<file path="config.mk">
export PLATFORM = sky130hd
export DESIGN_NAME = sliding_window_request_counter_unit
export DESIGN_NICKNAME = d
export VERILOG_FILES = /design/src/hw/rtl/swrc_pkg.sv /design/src/hw/rtl/swrc_sat_add.sv /design/src/hw/rtl/sliding_window_request_counter_unit.sv
export SDC_FILE = /design/constraint.sdc
export NUM_CORES = 2
export LEC_CHECK = 0
export BUFFER_PORTS_ARGS = -buffer_cell sky130_fd_sc_hd__buf_2
export CORE_MARGIN = 4
export CORE_UTILIZATION = 50
export CTS_CLUSTER_SIZE = 25
export DETAILED_ROUTE_END_ITERATION = 7
export PLACE_DENSITY = 0.65
export SKIP_CTS_REPAIR_TIMING = 1
export SYNTH_ARGS = -nofsm -noshare
export SYNTH_HDL_FRONTEND = slang
export SYNTH_SLANG_ARGS = --single-unit
</file>
<file path="constraint.sdc">
create_clock -name clock -period 15.39 [get_ports clock]
set_clock_uncertainty 0.1 [all_clocks]
set_input_delay 0 -clock clock [delete_from_list [all_inputs] [get_ports clock]]
set_output_delay 0 -clock clock [all_outputs]
set_load 0.01 [all_outputs]
</file>
<file path="src/hw/rtl/swrc_pkg.sv">
// ----------------------------------------------------------------------------
// swrc_pkg
// Types and constants shared by the sliding window request counter.
// ----------------------------------------------------------------------------
package swrc_pkg;

   localparam int NUM_BUCKETS_DEF  = 60;
   localparam int WINDOW_MAX_DEF   = 60;
   localparam int COUNT_WIDTH_DEF  = 32;

   localparam int OUT_W = 38;
   localparam int WIN_W = 6;

   typedef enum logic [1:0] {
      FUNC_RECORD = 2'd0,
      FUNC_TICK   = 2'd1,
      FUNC_QUERY  = 2'd2,
      FUNC_CLEAR  = 2'd3
   } func_type;

   typedef struct packed {
      func_type           func;
      logic               is_reject;
      logic [WIN_W-1:0]   win_len;
   } req_type;

   typedef struct packed {
      logic [OUT_W-1:0]   total_count;
      logic [OUT_W-1:0]   reject_count;
   } rsp_type;

   typedef enum logic [2:0] {
      ST_SWEEP,
      ST_IDLE,
      ST_REC_WR,
      ST_Q_RD,
      ST_Q_LAST,
      ST_Q_OUT
   } state_type;

endpackage

</file>
<file path="src/hw/rtl/swrc_sat_add.sv">
// ----------------------------------------------------------------------------
// swrc_sat_add
// Shared two-lane saturating adder for bucket increments and window sums.
// ----------------------------------------------------------------------------
module swrc_sat_add
   import swrc_pkg::*;
#(
   parameter int DW = OUT_W
) (
   input  logic [DW-1:0] a_total,
   input  logic [DW-1:0] b_total,
   input  logic [DW-1:0] a_reject,
   input  logic [DW-1:0] b_reject,
   input  logic [DW-1:0] limit,
   output logic [DW-1:0] sum_total,
   output logic [DW-1:0] sum_reject
);

   logic [DW:0] raw_total;
   logic [DW:0] raw_reject;

   always_comb begin
      raw_total  = {1'b0, a_total} + {1'b0, b_total};
      raw_reject = {1'b0, a_reject} + {1'b0, b_reject};
      sum_total  = (raw_total > {1'b0, limit}) ? limit : raw_total[DW-1:0];
      sum_reject = (raw_reject > {1'b0, limit}) ? limit : raw_reject[DW-1:0];
   end

endmodule

</file>
<file path="src/hw/rtl/sliding_window_request_counter_unit.sv">
// ----------------------------------------------------------------------------
// sliding_window_request_counter_unit
// Ring of per-second buckets with total and reject counts, windowed sums.
// ----------------------------------------------------------------------------
// Words enter on req_valid/req_stall as req_type: record, tick, query, clear.
// Only a query returns a word on rsp_valid/rsp_stall: the saturated sums of
// totals and rejects over the newest N buckets, N clamped to 1..min(WINDOW_MAX, NUM_BUCKETS).
// Buckets live in one memory with one write and one registered read port;
// a single saturating adder serves both record increments and query sums.
// Steps per word, set by the registered memory read port and the bucket walk:
//   tick   zero the next bucket and advance the current slot
//   record read, then write back the incremented bucket
//   query  one bucket read per cycle, drain, result load
//   clear  one bucket zeroed per cycle
// After reset the block sweeps all NUM_BUCKETS buckets to zero, holding
// req_stall high during the sweep, and the current slot is zero.
// The result register holds a query result while rsp_stall is high; new
// words are still taken, and a later query waits in its last step until
// the result register is free.
// ----------------------------------------------------------------------------
module sliding_window_request_counter_unit
   import swrc_pkg::*;
#(
   parameter int NUM_BUCKETS  = NUM_BUCKETS_DEF,
   parameter int WINDOW_MAX   = WINDOW_MAX_DEF,
   parameter int COUNT_WIDTH  = COUNT_WIDTH_DEF
) (
   input  logic    clock,
   input  logic    reset,
   input  logic    req_valid,
   output logic    req_stall,
   input  req_type req_data,
   output logic    rsp_valid,
   input  logic    rsp_stall,
   output rsp_type rsp_data
);

   localparam int SLOT_W  = $clog2(NUM_BUCKETS);
   localparam int WIN_LIM = (WINDOW_MAX < NUM_BUCKETS) ? WINDOW_MAX : NUM_BUCKETS;
   localparam int WW_RAW  = $clog2(WIN_LIM + 1);
   localparam int WW      = (WW_RAW > WIN_W) ? WW_RAW : WIN_W;
   localparam int DW      = (COUNT_WIDTH > OUT_W) ? COUNT_WIDTH : OUT_W;

   localparam logic [SLOT_W-1:0] SLOT_LAST = SLOT_W'(NUM_BUCKETS - 1);
   localparam logic [WW-1:0]     WIN_TOP   = WW'(WIN_LIM);
   localparam logic [DW-1:0]     COUNT_MAX = DW'({COUNT_WIDTH{1'b1}});
   localparam logic [DW-1:0]     OUT_MAX   = DW'({OUT_W{1'b1}});

   state_type state_ff, state_in;

   logic [SLOT_W-1:0]      slot_ff, slot_in;
   logic [SLOT_W-1:0]      sweep_ff, sweep_in;
   logic [SLOT_W-1:0]      qaddr_ff, qaddr_in;
   logic [WW-1:0]          rem_ff, rem_in;
   logic                   rd_vld_ff, rd_vld_in;
   logic                   rej_ff, rej_in;
   logic [OUT_W-1:0]       acc_t_ff, acc_t_in;
   logic [OUT_W-1:0]       acc_r_ff, acc_r_in;
   logic                   rsp_valid_ff, rsp_valid_in;
   rsp_type                rsp_data_ff, rsp_data_in;

   logic [2*COUNT_WIDTH-1:0] mem [NUM_BUCKETS];
   logic [2*COUNT_WIDTH-1:0] rd_data_ff;

   logic                     mem_we;
   logic [SLOT_W-1:0]        mem_wa;
   logic [2*COUNT_WIDTH-1:0] mem_wd;
   logic                     mem_re;
   logic [SLOT_W-1:0]        mem_ra;

   logic                   accept;
   logic                   rsp_free;
   logic [SLOT_W-1:0]      slot_next;
   logic [SLOT_W-1:0]      qaddr_prev;
   logic [WW-1:0]          win_ext;
   logic [WW-1:0]          win_eff;
   logic [COUNT_WIDTH-1:0] rd_total;
   logic [COUNT_WIDTH-1:0] rd_reject;

   logic [DW-1:0] add_a_t, add_b_t, add_a_r, add_b_r, add_lim;
   logic [DW-1:0] add_s_t, add_s_r;

   assign accept    = req_valid && !req_stall;
   assign rsp_free  = !rsp_valid_ff || !rsp_stall;
   assign rsp_valid = rsp_valid_ff;
   assign rsp_data  = rsp_data_ff;
   assign rd_total  = rd_data_ff[2*COUNT_WIDTH-1:COUNT_WIDTH];
   assign rd_reject = rd_data_ff[COUNT_WIDTH-1:0];

   always_comb begin
      slot_next  = (slot_ff == SLOT_LAST) ? '0 : slot_ff + 1'b1;
      qaddr_prev = (qaddr_ff == '0) ? SLOT_LAST : qaddr_ff - 1'b1;
      win_ext    = WW'(req_data.win_len);
      if (win_ext > WIN_TOP) begin
         win_eff = WIN_TOP;
      end else if (win_ext == '0) begin
         win_eff = WW'(1);
      end else begin
         win_eff = win_ext;
      end
   end

   // next state
   always_comb begin
      state_in = state_ff;
      case (state_ff)
         ST_SWEEP: begin
            if (sweep_ff == SLOT_LAST) state_in = ST_IDLE;
         end
         ST_IDLE: begin
            if (accept) begin
               case (req_data.func)
                  FUNC_RECORD: state_in = ST_REC_WR;
                  FUNC_QUERY:  state_in = ST_Q_RD;
                  FUNC_CLEAR:  state_in = ST_SWEEP;
                  default:     state_in = ST_IDLE;
               endcase
            end
         end
         ST_REC_WR: state_in = ST_IDLE;
         ST_Q_RD: begin
            if (rem_ff == WW'(1)) state_in = ST_Q_LAST;
         end
         ST_Q_LAST: state_in = ST_Q_OUT;
         ST_Q_OUT: begin
            if (rsp_free) state_in = ST_IDLE;
         end
         default: state_in = ST_SWEEP;
      endcase
   end

   // outputs and memory controls
   always_comb begin
      req_stall = 1'b1;
      mem_we    = 1'b0;
      mem_wa    = slot_ff;
      mem_wd    = '0;
      mem_re    = 1'b0;
      mem_ra    = slot_ff;
      add_a_t   = DW'(acc_t_ff);
      add_b_t   = DW'(rd_total);
      add_a_r   = DW'(acc_r_ff);
      add_b_r   = DW'(rd_reject);
      add_lim   = OUT_MAX;
      case (state_ff)
         ST_SWEEP: begin
            mem_we = 1'b1;
            mem_wa = sweep_ff;
         end
         ST_IDLE: begin
            req_stall = 1'b0;
            if (accept && req_data.func == FUNC_TICK) begin
               mem_we = 1'b1;
               mem_wa = slot_next;
            end
            if (accept && req_data.func == FUNC_RECORD) begin
               mem_re = 1'b1;
            end
         end
         ST_REC_WR: begin
            add_a_t = DW'(rd_total);
            add_b_t = DW'(1'b1);
            add_a_r = DW'(rd_reject);
            add_b_r = DW'(rej_ff);
            add_lim = COUNT_MAX;
            mem_we  = 1'b1;
            mem_wd  = {add_s_t[COUNT_WIDTH-1:0], add_s_r[COUNT_WIDTH-1:0]};
         end
         ST_Q_RD: begin
            mem_re = 1'b1;
            mem_ra = qaddr_ff;
         end
         ST_Q_LAST, ST_Q_OUT: begin
         end
         default: begin
         end
      endcase
   end

   swrc_sat_add #(
      .DW(DW)
   ) u_add (
      .a_total   (add_a_t),
      .b_total   (add_b_t),
      .a_reject  (add_a_r),
      .b_reject  (add_b_r),
      .limit     (add_lim),
      .sum_total (add_s_t),
      .sum_reject(add_s_r)
   );

   // datapath next values
   always_comb begin
      slot_in      = slot_ff;
      sweep_in     = sweep_ff;
      qaddr_in     = qaddr_ff;
      rem_in       = rem_ff;
      rej_in       = rej_ff;
      acc_t_in     = acc_t_ff;
      acc_r_in     = acc_r_ff;
      rd_vld_in    = (state_ff == ST_Q_RD);
      rsp_valid_in = rsp_valid_ff && rsp_stall;
      rsp_data_in  = rsp_data_ff;
      if (state_ff == ST_SWEEP) begin
         sweep_in = sweep_ff + 1'b1;
      end
      if (accept) begin
         case (req_data.func)
            FUNC_RECORD: rej_in = req_data.is_reject;
            FUNC_TICK:   slot_in = slot_next;
            FUNC_QUERY: begin
               qaddr_in = slot_ff;
               rem_in   = win_eff;
               acc_t_in = '0;
               acc_r_in = '0;
            end
            FUNC_CLEAR:  sweep_in = '0;
            default: begin
            end
         endcase
      end
      if (state_ff == ST_Q_RD) begin
         qaddr_in = qaddr_prev;
         rem_in   = rem_ff - 1'b1;
      end
      if (rd_vld_ff) begin
         acc_t_in = add_s_t[OUT_W-1:0];
         acc_r_in = add_s_r[OUT_W-1:0];
      end
      if (state_ff == ST_Q_OUT && rsp_free) begin
         rsp_valid_in             = 1'b1;
         rsp_data_in.total_count  = acc_t_ff;
         rsp_data_in.reject_count = acc_r_ff;
      end
   end

   always_ff @(posedge clock) begin
      if (reset) begin
         state_ff     <= ST_SWEEP;
         slot_ff      <= '0;
         sweep_ff     <= '0;
         rem_ff       <= '0;
         rd_vld_ff    <= 1'b0;
         rsp_valid_ff <= 1'b0;
      end else begin
         state_ff     <= state_in;
         slot_ff      <= slot_in;
         sweep_ff     <= sweep_in;
         rem_ff       <= rem_in;
         rd_vld_ff    <= rd_vld_in;
         rsp_valid_ff <= rsp_valid_in;
      end
   end

   always_ff @(posedge clock) begin
      qaddr_ff    <= qaddr_in;
      rej_ff      <= rej_in;
      acc_t_ff    <= acc_t_in;
      acc_r_ff    <= acc_r_in;
      rsp_data_ff <= rsp_data_in;
   end

   always_ff @(posedge clock) begin
      if (mem_we) begin
         mem[mem_wa] <= mem_wd;
      end
   end

   always_ff @(posedge clock) begin
      if (mem_re) begin
         rd_data_ff <= mem[mem_ra];
      end
   end

endmodule

</file>
-- After elaboration in Yosys (flattened, before gate mapping)
Memories as Yosys holds them, arrays and structs flattened. A register that Yosys moved wholly into a read port is not among the register bits.
Index checks and enable logic that the tools add are counted.
- register bits after elaboration: 182
- RAM bits: 3840
- input port bits: 13
- output and inout bits: 78
- word-level logic and storage cells: 101
- memories kept: 1
- $add $sub $neg: 6
- magnitude comparators: 3
- equality and inequality tests: 15
- muxes and demuxes: 42
- reduce and logical (&&, ||, !) cells: 22
- memory list (memory ; depth ; bits a word ; read ports ; clocked after Yosys merged registers in ; wr ports ; RTL line ; source):
    mem ; 60 ; 64 ; 1 ; 1 ; 1 ; sliding_window_request_counter_unit.sv:62 ; logic [2*COUNT_WIDTH-1:0] mem [NUM_BUCKETS];
- operator list (cell ; count):
    $mux W38 ; 9
    $mux W6 ; 15
    $add A38 B32 Y39 ; 2
    $gt A39 B38 Y1 ; 2
    $mux W32 ; 2
    $mux W64 ; 1
    $pmux W3 S6 ; 1
    $add A6 B1 Y6 const B ; 2
    $eq A6 B6 Y1 const B ; 2
    $logic_not A6 Y1 ; 2
    $mux W3 ; 4
    $pmux W6 S2 ; 1
    $sub A6 B1 Y6 const B ; 2
    $reduce_and A2 Y1 ; 4
    $reduce_bool A2 Y1 ; 4
    $eq A3 B2 Y1 const B ; 2
    $eq A3 B3 Y1 const B ; 2
    $eq A6 B1 Y1 const B ; 1
    $gt A6 B6 Y1 const B ; 1
    $mux W1 ; 6
    $ne A2 B2 Y1 const B ; 3
    $pmux W2 S3 ; 1
    $logic_and A1 B1 Y1 ; 5
    $eq A2 B2 Y1 const B ; 2
    10 further kinds ; 12

-- Logic depth before layout (Yosys ltp)
- word-level depth: 7
- gate-level depth with buffers: 31
- gate-level depth less buffers: 27

-- By module
Synthesis repeated with hierarchy kept, for this count alone.
- cell total of the unflattened synthesis: 12541
- area total of the unflattened synthesis: 166823.7 um^2
- modules (own cells, without submodules) (module ; times used ; cells an instance ; area an instance (um^2) ; seq. area each (um^2)):
    sliding_window_request_counter_unit ; 1 ; 11667 ; 159977.2 ; 122467.5
    swrc_sat_add ; 1 ; 874 ; 6846.6 ; 0.0

-- Worst setup path after synthesis
OpenSTA, ideal clock, no wires.
- path kind: register to register
- start: register state_ff[2]
- end: memory mem[0][10] (netlist name) (data pin)
- setup time: 526 ps
- arrival: 6715 ps
- required time: 14764 ps
- setup slack: 8048 ps
- cell stages (with the launch flop): 32
- buffers on the path: 4
- clock period less this slack: 7342 ps
- path through: dfxtp_1 -> clkbuf_1 -> nor2_1 -> nand2_1 -> clkinv_1 -> clkbuf_1 -> nand2_1 -> nand2_1 -> ha_1 -> fa_1 -> a211oi_2 -> o21ai_0 -> a22oi_1 -> o211ai_1 -> o31a_1 -> nand3_1 -> nand2_1 -> nand3_1 -> xor2_1 -> nor2_1 -> ha_1 -> nand4_1 -> a2111o_1 -> or3_1 -> nor4_1 -> nand4b_1 -> nor4_1 -> nand4bb_1 -> a21oi_2 -> buf_4 -> buf_4 -> a21oi_1
- longest elaborated chain between the ends: 6
- elaborated cells on any way between the ends: 8
- those cells by class: 1 x add/sub; 1 x order compare; 1 x eq/ne; 5 x mux
- RTL lines (what ; RTL line ; source):
    from (decl) ; sliding_window_request_counter_unit.sv:49 ; state_type state_ff, state_in;
    from (signal assigned) ; sliding_window_request_counter_unit.sv:246 ; state_ff <= state_in;
    $eq A3 B2 Y1 * ; sliding_window_request_counter_unit.sv:145 ; case (state_ff)
    $mux W38 / $mux W32 (equally long branches) ; sliding_window_request_counter_unit.sv:145 ;
    $add A38 B32 Y39 ; swrc_sat_add.sv:24 ; raw_reject = {1'b0, a_reject} + {1'b0, b_reject};
    $gt A39 B38 Y1 ; swrc_sat_add.sv:26 ; sum_reject = (raw_reject > {1'b0, limit}) ? limit : raw_reject[DW-1:0];
    $mux W38 ; swrc_sat_add.sv:26 ;
    $mux W64 * ; sliding_window_request_counter_unit.sv:145 ;
    named net mem_wd[10] ; sliding_window_request_counter_unit.sv:67 ; logic [2*COUNT_WIDTH-1:0] mem_wd;
    to (decl) ; sliding_window_request_counter_unit.sv:62 ;
Mark *: on every way through the listed nets, which the timed path passes. The rest lies on a longest branch.

-- Final worst setup path
- start: register state_ff[0]
- end: memory mem[30][4] (netlist name) (data pin)
Same word-level chain as after synthesis.

==> metrics.cfg <==
[timing]
period_share = 0.612
max_freq_ghz = 0.106
setup_slack_ns = 5.97
report.final.slew_viol_count = 0
rsz0062_at_grt = false
fin_setup_tns_ns = 0
final.min_clock_period_ns = 9.42
slew_headroom = 0.0806
tightest_slew_ns = 1.38
setup_violations = 0
hold_viol = 0

[pwr]
p_per_area_nw_per_um2 = 122
finalPower_mw = 22.2
cellLeakagePower_nw = 52.5
peakVddDrop_mv = 0.119

[synth]
synth_xor_xnor_area_share = 0.00318
synth_ff_type = edfxtp_1
yosys.area_share.simple = 0.0574
synth_top_area_share = 0.752
synthDistinctLibCells = 88
synth_seq_cells = 4086
syn-num-nets = 8689
synthAdderAreaFrac = 0.00695
yosysTopAreaCell = edfxtp_1
syn_area_per_cell_um2 = 18.9
synth.most_common_cell = edfxtp_1
synth-edff-count = 4063
synth_top_family_by_area = multiplexers
syn_area_um2 = 162000
seq_area_frac_synth = 0.755
yosysWarningCount = 0
synthMuxAreaShare = 0.134
yosys-top-cells-count = 4063 x edfxtp_1, 1248 x nand2_1, 960 x mux4_2
ys_async_sr_fraction = 0
synth_cells = 8587
synth_compound_area_frac = 0.0307
synth_area_leaders = edfxtp_1 75%, mux4_2 13%, nand2_1 2.9%, a311oi_1 1.0%, nand3_1 0.89%

[routing]
firstDrtPassIters = 6
viasPerCell = 6.71
wire_per_inst_um = 37.1
wirelength_mm = 501
drt_iter0_markers = 13700
num_vias = 90400
drc = 0
drt.antenna.violating_nets = 0

[place]
gp_congestion = 0.920
dp_hpwl_mm = 262
port_buffers = 90
place_area_um2 = 169000
place_ws_ns = 6.06

[grt]
grt_max_degree = 128
grt_pass1_wl_mm = 694
overflow = 0
antenna_found_initial = 27
grt_usage = 0.298
first_global_vias = 86900

[worst_setup_path]
worstPathRequired_ns = 15.80
cp_slowest_cell = buf_4
crit_top_cell = nand2_1
cp-start-kind = register
worst-path-max-fanout = 101
end_kind = register
reg2reg_slack_ns = 5.97
critical-path-max-stage-delay_ns = 0.70
crit_type = register to register
crit_arrival_ns = 9.83

[final_layout]
area_growth_pct = 12.5
drive_above_1_share = 0.221
nFillCells = 24000
fin_util = 0.567
nets = 8952
fin_area_um2 = 183000

[clocking]
clockBufferDepth = 4
cts_sinks = 4086
htreeDepth = 5
clkTransAtPathRegs_ns = 0.06
cts_tree = done
numCtsBuffers = 405
insertion_delay_ns = 0.99
root_buffer = clkbuf_16

[floorplanning]
start_util = 0.504
io_pins = 91
rows = 208
dieArea_um2 = 334000
core_area_um2 = 322000
die-width_um = 578
fp.dieH_um = 578

[worst_hold_path]
min_path_type = input port to register

[run_status]
status = finished, final reports clean

[job]
maxCapViolCount = 0

[stage by stage]
stage	cells	hold WS, ns
finish	13500	0.0473
floorplan	8587	-0.00113
CTS	13400	-0.857
detailed placement	12700	0.148
global route	13500	0.0705
global placement	12700	0.130
[worst max-delay path: cells and delay by family (launching register included)]
family | cells | cell delay, ns
adder cells (fa/ha/maj) | 2 | 0.69
buffers and inverters | 3 | 1.77
XOR/XNOR | 1 | 0.16
AND/OR/NAND/NOR | 14 | 2.35
flip-flops | 1 | 0.62
AO/OA/AOI/OAI | 8 | 2.94
[area by class of cell]
cell class / count / area [um^2] / area share
diodes: 9 / 22.5 / 0.000123
clock buffers: 508 / 10600 / 0.0582
clock inverters: 221 / 2370 / 0.0130
inverters: 28 / 108 / 0.000589
multi-input cells: 3976 / 38800 / 0.212
flip-flops and latches: 4086 / 122000 / 0.671
well taps: 4305 / 5390 / 0.0295
repair buffers: 353 / 2890 / 0.0158
[final timing paths]
check / startpoint / to / depth (start not counted)
min: req_data[4] / rem_ff[1] / 5
min reg2reg: acc_r_ff[22] / rsp_data[22] / 0
max: state_ff[0] / mem[30][4] / 28
max reg2reg: state_ff[0] / mem[30][4] / 28
[cells by family after synthesis]
kind of cell	Yosys count
DFF	4086
and+or+nand+nor	2125
muxes	973
AOI/OAI and AO/OA	730
buffers and inverters	525
adders and majority gates	89
xor gates and xnor gates	59
[sequential cells by signal, indices dropped and copies added, names as in the netlist, 3 cells and up]
name        count
acc_r_ff       38
slot_ff         6
rem_ff          6
qaddr_ff        6
rd_data_ff     64
rsp_data       76
state_ff        3
acc_t_ff       38
sweep_ff        6
mem          3840
[metal layers]
metal	vias up	GRT usage	share of wire
li1	35300	-	-
met1	48100	0.425	0.37
met2	6046	0.460	0.46
met3	991	0.0662	0.12
met4	10	0.103	0.042
met5	-	0	0.00014
[cells in the final DEF (no fill, tap or decap), types with 40 or more instances in the layout]
cell / Yosys / layout
a311oi_1: 194 / 194
a21oi_1: 234 / 197
ha_1: 87 / 87
nor2_1: 230 / 166
nand3_1: 288 / 288
edfxtp_1: 4063 / 4063
and2_1: 72 / 71
clkinv_2: 0 / 64
and3_1: 75 / 75
o21ai_0: 62 / 59
buf_2: 83 / 90
buf_4: 4 / 202
nor2_4: 0 / 62
clkinv_1: 2 / 78
clkbuf_16: 0 / 410
a31oi_1: 77 / 77
bufinv_16: 0 / 40
nand2_2: 41 / 41
clkbuf_1: 298 / 98
nand2_1: 1248 / 1243
mux4_2: 960 / 960
[where the power goes]
part / internal [mW] / leakage (nW) / total (mW) / switching [mW]
sequential: 12.1 / 30.2 / 12.1 / 0.0150
clock: 5.57 / 6.31 / 9.79 / 4.21
combinational: 0.0706 / 16.0 / 0.255 / 0.185
Power figures use the tool's default switching activity.
